===== config.mk =====
export PLATFORM = sky130hd
export DESIGN_NAME = arm_load_store_multiple_sequencer
export DESIGN_NICKNAME = d
export VERILOG_FILES = /design/src/sv/lsm_pkg.sv /design/src/sv/lsm_ctrl.sv /design/src/sv/lsm_datapath.sv /design/src/sv/arm_load_store_multiple_sequencer.sv
export SDC_FILE = /design/constraint.sdc
export NUM_CORES = 1
export LEC_CHECK = 0
export BUFFER_PORTS_ARGS = -buffer_cell sky130_fd_sc_hd__buf_2
export CAP_MARGIN = 10
export CORE_UTILIZATION = 51
export DETAILED_ROUTE_END_ITERATION = 10
export PLACE_DENSITY = 0.78
export SLEW_MARGIN = 25
export SYNTH_ARGS = -nofsm -noshare
export SYNTH_HDL_FRONTEND = slang
export SYNTH_SLANG_ARGS = --single-unit
export TNS_END_PERCENT = 1

===== constraint.sdc =====
create_clock -name clk -period 3.36 [get_ports clk]
set_input_delay 0.168 -clock clk [delete_from_list [all_inputs] [get_ports clk]]
set_output_delay 0.168 -clock clk [all_outputs]
set_load 0.01 [all_outputs]

===== src/sv/lsm_pkg.sv =====
// Shared types and constants for the load/store multiple sequencer.
package lsm_pkg;

	localparam int unsigned NREGS = 16;
	localparam int unsigned IDX_W = 4;
	localparam int unsigned CNT_W = 5;

	localparam logic [IDX_W-1:0] PC_IDX = 4'd15;
	localparam logic [31:0] WORD_STEP = 32'd4;

	localparam logic [1:0] MODE_DA = 2'b00;
	localparam logic [1:0] MODE_IA = 2'b01;
	localparam logic [1:0] MODE_DB = 2'b10;
	localparam logic [1:0] MODE_IB = 2'b11;

	typedef enum logic [1:0] {
		ST_IDLE,
		ST_RUN,
		ST_NULL
	} lsm_state_t;

	typedef struct packed {
		logic load;
		logic emit;
		logic emit_null;
	} lsm_cmd_t;

	typedef struct packed {
		logic in_null;
		logic is_last;
	} lsm_sts_t;

	typedef struct packed {
		logic ld;
		logic ub;
		logic cpc;
		logic rc;
		logic wb;
	} lsm_flags_t;

endpackage


===== src/sv/lsm_ctrl.sv =====
// Controller state machine: sequences item intake and result emission.
module lsm_ctrl (
	input  logic              clk,
	input  logic              arst_n,
	input  logic              in_valid,
	output logic              in_stall,
	output logic              out_valid,
	input  logic              out_stall,
	input  lsm_pkg::lsm_sts_t sts,
	output lsm_pkg::lsm_cmd_t cmd
);
	import lsm_pkg::*;

	lsm_state_t state_q;
	lsm_state_t state_d;
	logic       out_valid_q;
	logic       out_free;

	assign out_free = !out_valid_q || !out_stall;

	always_comb begin
		state_d = state_q;
		unique case (state_q)
			ST_IDLE: begin
				if (in_valid) begin
					state_d = sts.in_null ? ST_NULL : ST_RUN;
				end
			end
			ST_RUN: begin
				if (out_free && sts.is_last) begin
					state_d = ST_IDLE;
				end
			end
			ST_NULL: begin
				if (out_free) begin
					state_d = ST_IDLE;
				end
			end
			default: state_d = ST_IDLE;
		endcase
	end

	always_comb begin
		in_stall      = 1'b1;
		cmd.load      = 1'b0;
		cmd.emit      = 1'b0;
		cmd.emit_null = 1'b0;
		unique case (state_q)
			ST_IDLE: begin
				in_stall = 1'b0;
				cmd.load = in_valid;
			end
			ST_RUN:  cmd.emit = out_free;
			ST_NULL: cmd.emit_null = out_free;
			default: in_stall = 1'b1;
		endcase
	end

	always_ff @(posedge clk or negedge arst_n) begin
		if (!arst_n) begin
			state_q     <= ST_IDLE;
			out_valid_q <= 1'b0;
		end else begin
			state_q <= state_d;
			if (cmd.emit || cmd.emit_null) begin
				out_valid_q <= 1'b1;
			end else if (!out_stall) begin
				out_valid_q <= 1'b0;
			end
		end
	end

	assign out_valid = out_valid_q;

endmodule


===== src/sv/lsm_datapath.sv =====
// Datapath: instruction registers, address stepping and the result register.
module lsm_datapath (
	input  logic              clk,
	input  logic              arst_n,
	input  lsm_pkg::lsm_cmd_t cmd,
	output lsm_pkg::lsm_sts_t sts,
	input  logic              cond_passed,
	input  logic              is_load,
	input  logic              s_bit,
	input  logic              writeback,
	input  logic [1:0]        mode,
	input  logic [15:0]       reg_list,
	input  logic [31:0]       base_value,
	input  logic              has_spsr,
	output logic              transfer_valid,
	output logic [3:0]        reg_index,
	output logic [31:0]       mem_address,
	output logic              load_op,
	output logic              user_bank,
	output logic              clear_pc_bit0,
	output logic              restore_cpsr,
	output logic              write_base,
	output logic [31:0]       new_base,
	output logic              last
);
	import lsm_pkg::*;

	logic [NREGS-1:0] pending_q;
	logic [31:0]      addr_q;
	logic [31:0]      final_q;
	lsm_flags_t       flags_q;

	logic [CNT_W-1:0] cnt;
	logic [31:0]      span;
	logic [31:0]      start_d;
	logic [31:0]      final_d;
	lsm_flags_t       flags_d;
	logic             pc_listed;

	logic [NREGS-1:0] low_bit;
	logic [NREGS-1:0] pending_next;
	logic [IDX_W-1:0] idx;
	logic             is_pc;

	always_comb begin
		cnt = '0;
		for (int i = 0; i < NREGS; i++) begin
			cnt = cnt + CNT_W'(reg_list[i]);
		end
	end

	assign span = {{(32-CNT_W-2){1'b0}}, cnt, 2'b00};

	always_comb begin
		unique case (mode)
			MODE_IA: begin
				start_d = base_value;
				final_d = base_value + span;
			end
			MODE_IB: begin
				start_d = base_value + WORD_STEP;
				final_d = base_value + span;
			end
			MODE_DA: begin
				final_d = base_value - span;
				start_d = final_d + WORD_STEP;
			end
			default: begin
				final_d = base_value - span;
				start_d = final_d;
			end
		endcase
	end

	assign pc_listed   = reg_list[PC_IDX];
	assign flags_d.ld  = is_load;
	assign flags_d.ub  = s_bit && (!is_load || !pc_listed);
	assign flags_d.cpc = is_load && !s_bit;
	assign flags_d.rc  = is_load && s_bit && has_spsr;
	assign flags_d.wb  = writeback;

	assign low_bit      = pending_q & (~pending_q + NREGS'(1));
	assign pending_next = pending_q & ~low_bit;

	always_comb begin
		idx = '0;
		for (int i = NREGS - 1; i >= 0; i--) begin
			if (pending_q[i]) begin
				idx = IDX_W'(i);
			end
		end
	end

	assign is_pc       = (idx == PC_IDX);
	assign sts.is_last = (pending_next == '0);
	assign sts.in_null = !cond_passed || (reg_list == '0);

	always_ff @(posedge clk or negedge arst_n) begin
		if (!arst_n) begin
			pending_q <= '0;
		end else if (cmd.load) begin
			pending_q <= reg_list;
		end else if (cmd.emit) begin
			pending_q <= pending_next;
		end
	end

	always_ff @(posedge clk or negedge arst_n) begin
		if (!arst_n) begin
			addr_q  <= '0;
			final_q <= '0;
			flags_q <= '0;
		end else if (cmd.load) begin
			addr_q  <= start_d;
			final_q <= final_d;
			flags_q <= flags_d;
		end else if (cmd.emit) begin
			addr_q <= addr_q + WORD_STEP;
		end
	end

	always_ff @(posedge clk or negedge arst_n) begin
		if (!arst_n) begin
			transfer_valid <= 1'b0;
			reg_index      <= '0;
			mem_address    <= '0;
			load_op        <= 1'b0;
			user_bank      <= 1'b0;
			clear_pc_bit0  <= 1'b0;
			restore_cpsr   <= 1'b0;
			write_base     <= 1'b0;
			new_base       <= '0;
			last           <= 1'b0;
		end else if (cmd.emit) begin
			transfer_valid <= 1'b1;
			reg_index      <= idx;
			mem_address    <= addr_q;
			load_op        <= flags_q.ld;
			user_bank      <= flags_q.ub;
			clear_pc_bit0  <= flags_q.cpc && is_pc;
			restore_cpsr   <= flags_q.rc && is_pc;
			write_base     <= flags_q.wb && sts.is_last;
			new_base       <= sts.is_last ? final_q : '0;
			last           <= sts.is_last;
		end else if (cmd.emit_null) begin
			transfer_valid <= 1'b0;
			reg_index      <= '0;
			mem_address    <= '0;
			load_op        <= 1'b0;
			user_bank      <= 1'b0;
			clear_pc_bit0  <= 1'b0;
			restore_cpsr   <= 1'b0;
			write_base     <= 1'b0;
			new_base       <= '0;
			last           <= 1'b1;
		end
	end

endmodule


===== src/sv/arm_load_store_multiple_sequencer.sv =====
// Top level of the load/store multiple sequencer.
// One decoded LDM/STM instruction is taken per item and expanded into one
// result per listed register, lowest register first at ascending word
// addresses; the last result carries the base writeback. The block first
// latches the instruction and computes start and final base, then emits one
// transfer per cycle from the register list scan while the output does not
// stall; a failed condition or empty list yields a single non-transfer result.
// Results sit in an output register, so the next item is taken while the last
// result of the previous one still waits; a stall on the output holds the
// sequencer in place.
module arm_load_store_multiple_sequencer (
	input  logic        clk,
	input  logic        arst_n,
	input  logic        in_valid,
	output logic        in_stall,
	input  logic        cond_passed,
	input  logic        is_load,
	input  logic        s_bit,
	input  logic        writeback,
	input  logic [1:0]  mode,
	input  logic [15:0] reg_list,
	input  logic [31:0] base_value,
	input  logic        has_spsr,
	output logic        out_valid,
	input  logic        out_stall,
	output logic        transfer_valid,
	output logic [3:0]  reg_index,
	output logic [31:0] mem_address,
	output logic        load_op,
	output logic        user_bank,
	output logic        clear_pc_bit0,
	output logic        restore_cpsr,
	output logic        write_base,
	output logic [31:0] new_base,
	output logic        last
);
	import lsm_pkg::*;

	lsm_cmd_t cmd;
	lsm_sts_t sts;

	lsm_ctrl u_ctrl (
		.clk       (clk),
		.arst_n    (arst_n),
		.in_valid  (in_valid),
		.in_stall  (in_stall),
		.out_valid (out_valid),
		.out_stall (out_stall),
		.sts       (sts),
		.cmd       (cmd)
	);

	lsm_datapath u_datapath (
		.clk            (clk),
		.arst_n         (arst_n),
		.cmd            (cmd),
		.sts            (sts),
		.cond_passed    (cond_passed),
		.is_load        (is_load),
		.s_bit          (s_bit),
		.writeback      (writeback),
		.mode           (mode),
		.reg_list       (reg_list),
		.base_value     (base_value),
		.has_spsr       (has_spsr),
		.transfer_valid (transfer_valid),
		.reg_index      (reg_index),
		.mem_address    (mem_address),
		.load_op        (load_op),
		.user_bank      (user_bank),
		.clear_pc_bit0  (clear_pc_bit0),
		.restore_cpsr   (restore_cpsr),
		.write_base     (write_base),
		.new_base       (new_base),
		.last           (last)
	);

	a_busy_after_accept: assert property (@(posedge clk) disable iff (!arst_n)
		in_valid && !in_stall |=> in_stall)
		else $error("sequencer took an item while busy");

	a_null_is_last: assert property (@(posedge clk) disable iff (!arst_n)
		out_valid && !transfer_valid |-> last)
		else $error("non-transfer item not marked last");

	a_wb_on_last: assert property (@(posedge clk) disable iff (!arst_n)
		out_valid && write_base |-> last && transfer_valid)
		else $error("base writeback outside the last transfer");

	a_pc_flags: assert property (@(posedge clk) disable iff (!arst_n)
		out_valid && (clear_pc_bit0 || restore_cpsr) |-> reg_index == PC_IDX && load_op)
		else $error("PC flags on a non-PC transfer");

endmodule

==> results.py, run 1 <==
metrics = {
    "cts": {
        "insertion_delay_ns": 0.44,
        "ctsLongestPathBuffers": 2,
        "cts-root-buf": "clkbuf_16",
        "cts.sinks": 163,
        "numCtsBuffers": 17,
        "cts_tree": "built",
        "path_clk_slew_ns": 0.07,
        "htree_levels": 4,
    },
    "synthesis": {
        "synthFlopType": "dfrtp_1",
        "yosys-top-cells-count": "nand2_1 (165), dfrtp_1 (163), o21ai_0 (97)",
        "ys_warn_count": 0,
        "ys_ff_latch": 163,
        "async_reset_ff_share_pct": 100,
        "syn_inst": 1286,
        "syn_area_per_cell_sq_um": 8.49,
        "ys_types": 81,
        "synth_most_common_cell": "nand2_1",
        "synth_fp_nets": 1381,
        "seq_area_frac_synth_pct": 37.4,
        "synth_area_sq_mm": 0.0109,
        "yosys.area.top_type_share_pct": 37.4,
        "synth-edff-count": 0,
        "yosys.area.top_type": "dfrtp_1",
        "synth_area_leaders": "dfrtp_1 (37%), nand2_1 (5.7%), a22o_1 (5.3%)",
    },
    "drt": {
        "post_drt_wl_per_cell_um": 19.8,
        "antenna_left": 0,
        "vias": 11307,
        "drcViolationCount": 0,
        "avgViaCountPerCell": 5.98,
        "drt_iter0_drc": 982,
        "wl_mm": 37.5,
        "drt_pre_antenna_iters": 5,
    },
    "placed_design": {
        "globalplace.congestion": 0.966,
        "post-place-ws_ns": -3.55,
        "port_buffers": 135,
        "place_hpwl_mm": 27.5,
    },
    "sta": {
        "finalSetupViolCount": 59,
        "tightestPinTransition_ns": 0.930,
        "hold_viol_final": 0,
        "clock_skew_ns": 0.0139,
        "maxSlewViolCount": 0,
        "finalCritPeriodShare_pct": 188,
        "rsz0062_at_grt": "true",
        "slew_headroom_pct": 37.8,
        "layout_min_cycle_time_ns": 6.32,
        "fmax_mhz": 158,
        "setup_ws_ns": -2.96,
    },
    "finish": {
        "nets": 1698,
        "drive_gt1_share_pct": 32.2,
        "diodes": 0,
        "syn_to_final_growth_pct": 34.0,
        "final_core_util_pct": 69.6,
    },
    "job": {
        "max_cap_violations": 0,
    },
    "grt": {
        "overflow": 0,
        "grt_max_degree": 100,
        "grt_first_pass_wirelength_mm": 58.7,
        "grt_pass1_vias": 10938,
        "grtUsageTotal_pct": 34.7,
        "antenna_found_initial": 0,
    },
    "floorplan": {
        "die_area_sq_mm": 0.0220,
        "start_util_pct": 51.9,
        "coreArea_sq_mm": 0.0210,
        "rows": 53,
        "ios": 136,
        "die_x_um": 148,
        "die_h_um": 148,
    },
    "worst_setup_path": {
        "cp_top_family": "adder cells",
        "critical_path_class": "input pin to flip-flop",
        "critPathSlowestCell": "fa_2",
        "cpMostUsedCell": "fa_2",
        "crit_buf_inv": 7,
        "worstPathArrival_ns": 6.62,
        "crit_path_end_kind": "flip-flop",
        "worstPathMaxFanout": 3,
        "cp-start-kind": "input pin",
        "max_stage_delay_ns": 0.59,
        "required_ns": 3.66,
    },
    "outcome": {
        "outcome": "complete, but fails checks",
        "violations": "negative setup slack",
    },
    "worst_hold_path": {
        "hold_path_class": "input pin to flip-flop",
    },
    "power_and_ir_drop": {
        "leakage_nw": 6.67,
        "peakVddDrop_uv": 410,
        "power_density_mw_per_mm2": 785,
    },
}
[worst paths after layout]
path,start,to,slack (ns),depth (start not counted)
setup / recovery,reg_list[0],u_datapath.addr_q[24],-2.96,25
min in group asynchronous,arst_n,u_datapath.new_base[27],0.20,2
hold reg to reg,u_datapath.clear_pc_bit0,u_datapath.clear_pc_bit0,0.48,2
setup reg to reg,u_datapath.pending_q[3],u_datapath.new_base[17],0.23,11
hold / removal,in_valid,u_ctrl.state_q[1],0.04,3
max in group asynchronous,arst_n,u_datapath.addr_q[19],2.09,4
[routing by layer]
metal	global-route usage, %	vias to the layer above	routed length [um]
li1	-	5231	-
met1	46.3	5484	15800
met2	56.0	494	17700
met3	4.75	98	2330
met4	15.9	0	1670
met5	0	-	0
[area by class of cell]
type                    instances  area (sq um)
repair buffers                383          2670
clock inverters                13           124
fillers                      1675          6400
well taps                     275           344
inverters                      52           203
clock buffers                  19           433
flip-flops and latches        163          4080
multi-input cells             986          6770
[worst register-to-register path, stage by stage, from the launching register on]
cell and delay (ns):
dfrtp_1 0.42, or4_1 0.58, nor3_1 0.23, nand3_1 0.14, nor4_1 0.37, nand2_1 0.19, and2_1 0.17, o22ai_1 0.12
nand3_1 0.12, nor2_2 0.30, buf_12 0.24, a22o_1 0.17
[logic make-up (layout without fill, tap and decap cells)]
| group | after synthesis | count (layout) | share of synthesized area, % |
|---|---|---|---|
| AND/OR/NAND/NOR | 477 | 477 | 21.7 |
| AO/OA/AOI/OAI | 362 | 362 | 21.9 |
| flip-flops | 163 | 163 | 37.4 |
| buffers and inverters | 137 | 467 | 5.07 |
| XOR/XNOR | 102 | 102 | 8.19 |
| adder cells (fa/ha/maj) | 38 | 38 | 5.14 |
| multiplexers | 7 | 7 | 0.642 |
[sequential cells by signal, indices dropped and copies added, names as in the netlist]
signal	cells
u_datapath.transfer_valid	1
u_datapath.final_q	32
u_ctrl.state_q	2
u_datapath.write_base	1
u_datapath.clear_pc_bit0	1
u_datapath.last	1
u_ctrl.out_valid	1
u_datapath.load_op	1
u_datapath.addr_q	32
u_datapath.user_bank	1
u_datapath.new_base	32
u_datapath.pending_q	16
u_datapath.reg_index	4
u_datapath.flags_q	5
u_datapath.mem_address	32
u_datapath.restore_cpsr	1
[power breakdown]
group          internal (mW)  switching [mW]  total, mW
sequential              2.73           0.668       3.40
clock                   1.03           0.902       1.93
combinational           2.80            3.34       6.15
[layout by cell type (no fill, tap or decap), types with 49 or more instances in the layout]
master   Yosys  final
o21ai_0     97     77
a22o_1      66     66
nand2_1    165    158
a21oi_1     82     78
xnor2_1     51     49
dfrtp_1    163    163
buf_2        4    132
nor2_1      96     87
xor2_1      51     49
buf_4        3    230
[stage by stage]
| stage | cell area, sq um | TNS, ns | power, mW | hold slack [ns] | cells |
|---|---|---|---|---|---|
| 6_report | 14600 | -124.99 | 11.5 | 0.0396 | 1891 |
| 5_1_grt | 14600 | -136.09 | 12.2 | 0.0377 | 1891 |
| 4_1_cts | 14500 | -119.96 | 11.3 | 0.0230 | 1886 |
| 3_5_place_dp | 13400 | -156.41 | 9.02 | 0.342 | 1840 |
| 3_3_place_gp | 13400 | -153.08 | 8.88 | 0.336 | 1840 |
| 2_1_floorplan | 11000 | -123.13 | 6.64 | -0.128 | 1286 |
[what timing repair did]
item | 4_1_cts | 5_1_grt
buffers inserted | 7 | 4
hold endpoints to repair | 104 | 0
hold buffers | 7 | 0
resized for setup | 89 | 29
pin swaps | 41 | 15
setup endpoints to repair | 59 | 60
No activity file was read; power rests on OpenSTA's default activity.
==> run 2: changes to the inputs <==
--- a/config.mk
+++ b/config.mk
@@ -9,7 +9,7 @@
 export CAP_MARGIN = 10
 export CORE_UTILIZATION = 51
 export DETAILED_ROUTE_END_ITERATION = 10
-export PLACE_DENSITY = 0.78
+export PLACE_DENSITY = 0.72
 export SLEW_MARGIN = 25
 export SYNTH_ARGS = -nofsm -noshare
 export SYNTH_HDL_FRONTEND = slang
==> run 2 against run 1 <==
- the flow still finishes with violations (negative setup slack)
- clock skew up 0.0031 ns
- clock-buffer cell count is 1 lower
- combinational power decreased by 0.8%
- final cell count rose by 0.21%
- critical path depth did not move
- via count increased by 0.53%
==> results.py, run 2 (synthesis gave the netlist of run 1 again) <==
metrics = {
    "outcome": {
        "outcome": "complete, but fails checks",
        "violations": "negative setup slack",
    },
    "power_and_ir_drop": {
        "total_power_mw": 11.4,
        "power_density_mw_per_mm2": 782,
        "peakVddDrop_uv": 492,
        "leakage_nw": 6.68,
    },
    "sta": {
        "tightestPinTransition_ns": 0.922,
        "tns_ns": -121.92,
        "finalSetupViolCount": 59,
        "fmax_mhz": 160,
        "hold_viol_final": 0,
        "layout_min_cycle_time_ns": 6.23,
        "rsz0062_at_grt": "true",
        "finalCritPeriodShare_pct": 186,
        "clock_skew_ns": 0.0170,
        "setup_ws_ns": -2.87,
        "maxSlewViolCount": 0,
        "slew_headroom_pct": 38.3,
    },
    "worst_setup_path": {
        "max_stage_delay_ns": 0.56,
        "cpMostUsedCell": "fa_1",
        "crit_path_end_kind": "flip-flop",
        "crit_buf_inv": 5,
        "cp-start-kind": "input pin",
        "required_ns": 3.73,
        "critPathSlowestCell": "or4_4",
        "worstPathMaxFanout": 4,
        "cp_top_family": "adder cells",
        "worstPathArrival_ns": 6.61,
        "critical_path_class": "input pin to flip-flop",
    },
    "cts": {
        "cts_tree": "built",
        "cts.sinks": 163,
        "cts-root-buf": "clkbuf_16",
        "htree_levels": 4,
        "ctsLongestPathBuffers": 2,
        "path_clk_slew_ns": 0.07,
        "insertion_delay_ns": 0.44,
        "numCtsBuffers": 17,
    },
    "grt": {
        "antenna_found_initial": 1,
        "grt_pass1_vias": 10899,
        "grt_first_pass_wirelength_mm": 57.7,
        "overflow": 0,
        "grtUsageTotal_pct": 34.0,
        "grt_max_degree": 74,
    },
    "placed_design": {
        "post-place-ws_ns": -3.47,
        "port_buffers": 135,
        "place_hpwl_mm": 27.4,
        "globalplace.congestion": 0.984,
    },
    "finish": {
        "final_common_cell": "buf_4",
        "diodes": 0,
        "fill_cells": 1666,
        "nets": 1702,
        "final_cell_mix": "buf_4 (238), dfrtp_1 (163), nand2_1 (160)",
        "drive_gt1_share_pct": 32.9,
        "syn_to_final_growth_pct": 34.0,
    },
    "drt": {
        "vias": 11367,
        "drt_iter0_drc": 902,
        "drt_pre_antenna_iters": 5,
        "wl_mm": 37.2,
        "drcViolationCount": 0,
        "antenna_left": 0,
        "avgViaCountPerCell": 6.00,
        "post_drt_wl_per_cell_um": 19.6,
    },
    "worst_hold_path": {
        "hold_path_class": "input pin to flip-flop",
    },
    "floorplan": {
        "rows": 53,
        "coreArea_sq_mm": 0.0210,
        "ios": 136,
        "die_x_um": 148,
        "start_util_pct": 51.9,
        "die_area_sq_mm": 0.0220,
        "die_h_um": 148,
    },
    "job": {
        "max_cap_violations": 0,
    },
}
run 2: layer usage:
metal,global-route usage (%),share of wire (%)
met2,55.3,47
met5,0,0.046
met3,5.06,6.4
met4,17.0,4.6
met1,44.2,42
run 2: through the flow:
step | std cells | utilization (%) | area (sq um) | hold slack, ns
4_1_cts | 1892 | 68.8 | 14500 | 0.0198
3_3_place_gp | 1847 | 64.0 | 13400 | 0.227
5_1_grt | 1895 | 69.6 | 14600 | 0.0417
2_1_floorplan | 1286 | - | 11000 | -0.128
3_5_place_dp | 1847 | 64.0 | 13400 | 0.232
6_report | 1895 | 69.6 | 14600 | 0.0312
run 2: layout make-up:
cell class	count	area [sq um]	area share (%)
multi-input combinational	986	6800	46.5
sequential	163	4080	27.9
timing repair buffer	387	2640	18.0
clock buffer	18	429	2.93
tap	275	344	2.35
inverter	52	195	1.33
clock inverter	14	141	0.967
run 2: final timing paths:
check                                         from                       to  slack [ns]  cells past startpoint
hold / removal                         cond_passed        u_ctrl.state_q[0]        0.03                      3
max in group asynchronous                   arst_n    u_datapath.final_q[5]        2.20                      3
setup / recovery                       reg_list[1]    u_datapath.addr_q[28]       -2.87                     25
hold reg to reg            u_datapath.reg_index[1]  u_datapath.reg_index[1]        0.47                      2
min in group asynchronous                   arst_n   u_datapath.new_base[3]        0.31                      2
setup reg to reg              u_datapath.addr_q[8]    u_datapath.addr_q[31]        0.30                      9
run 2: report_power, final:
group / total (mW) / switching, mW / internal, mW / leakage, nW
sequential: 3.38 / 0.649 / 2.73 / 2.07
clock: 1.96 / 0.911 / 1.04 / 0.273
combinational: 6.10 / 3.33 / 2.78 / 4.34
run 2: worst register-to-register path: stages, from the launching register on:
cell and delay, ns:
dfrtp_1 0.42, and3_1 0.20, nand2_1 0.08, or4_1 0.62, or4_1 0.61, or2_2 0.37, inv_1 0.10, nand4_1 0.13
xnor2_1 0.15, o221a_2 0.26
run 2: repair_timing:
| action | in CTS | in global routing |
|---|---|---|
| pin swaps | 29 | 17 |
| gates resized for setup | 85 | 33 |
| hold buffers | 7 | 0 |
| setup endpoints to repair | 59 | 94 |
| cloned | 0 | 0 |
| setup buffers | 6 | 3 |
| endpoints found under the hold margin | 79 | 0 |
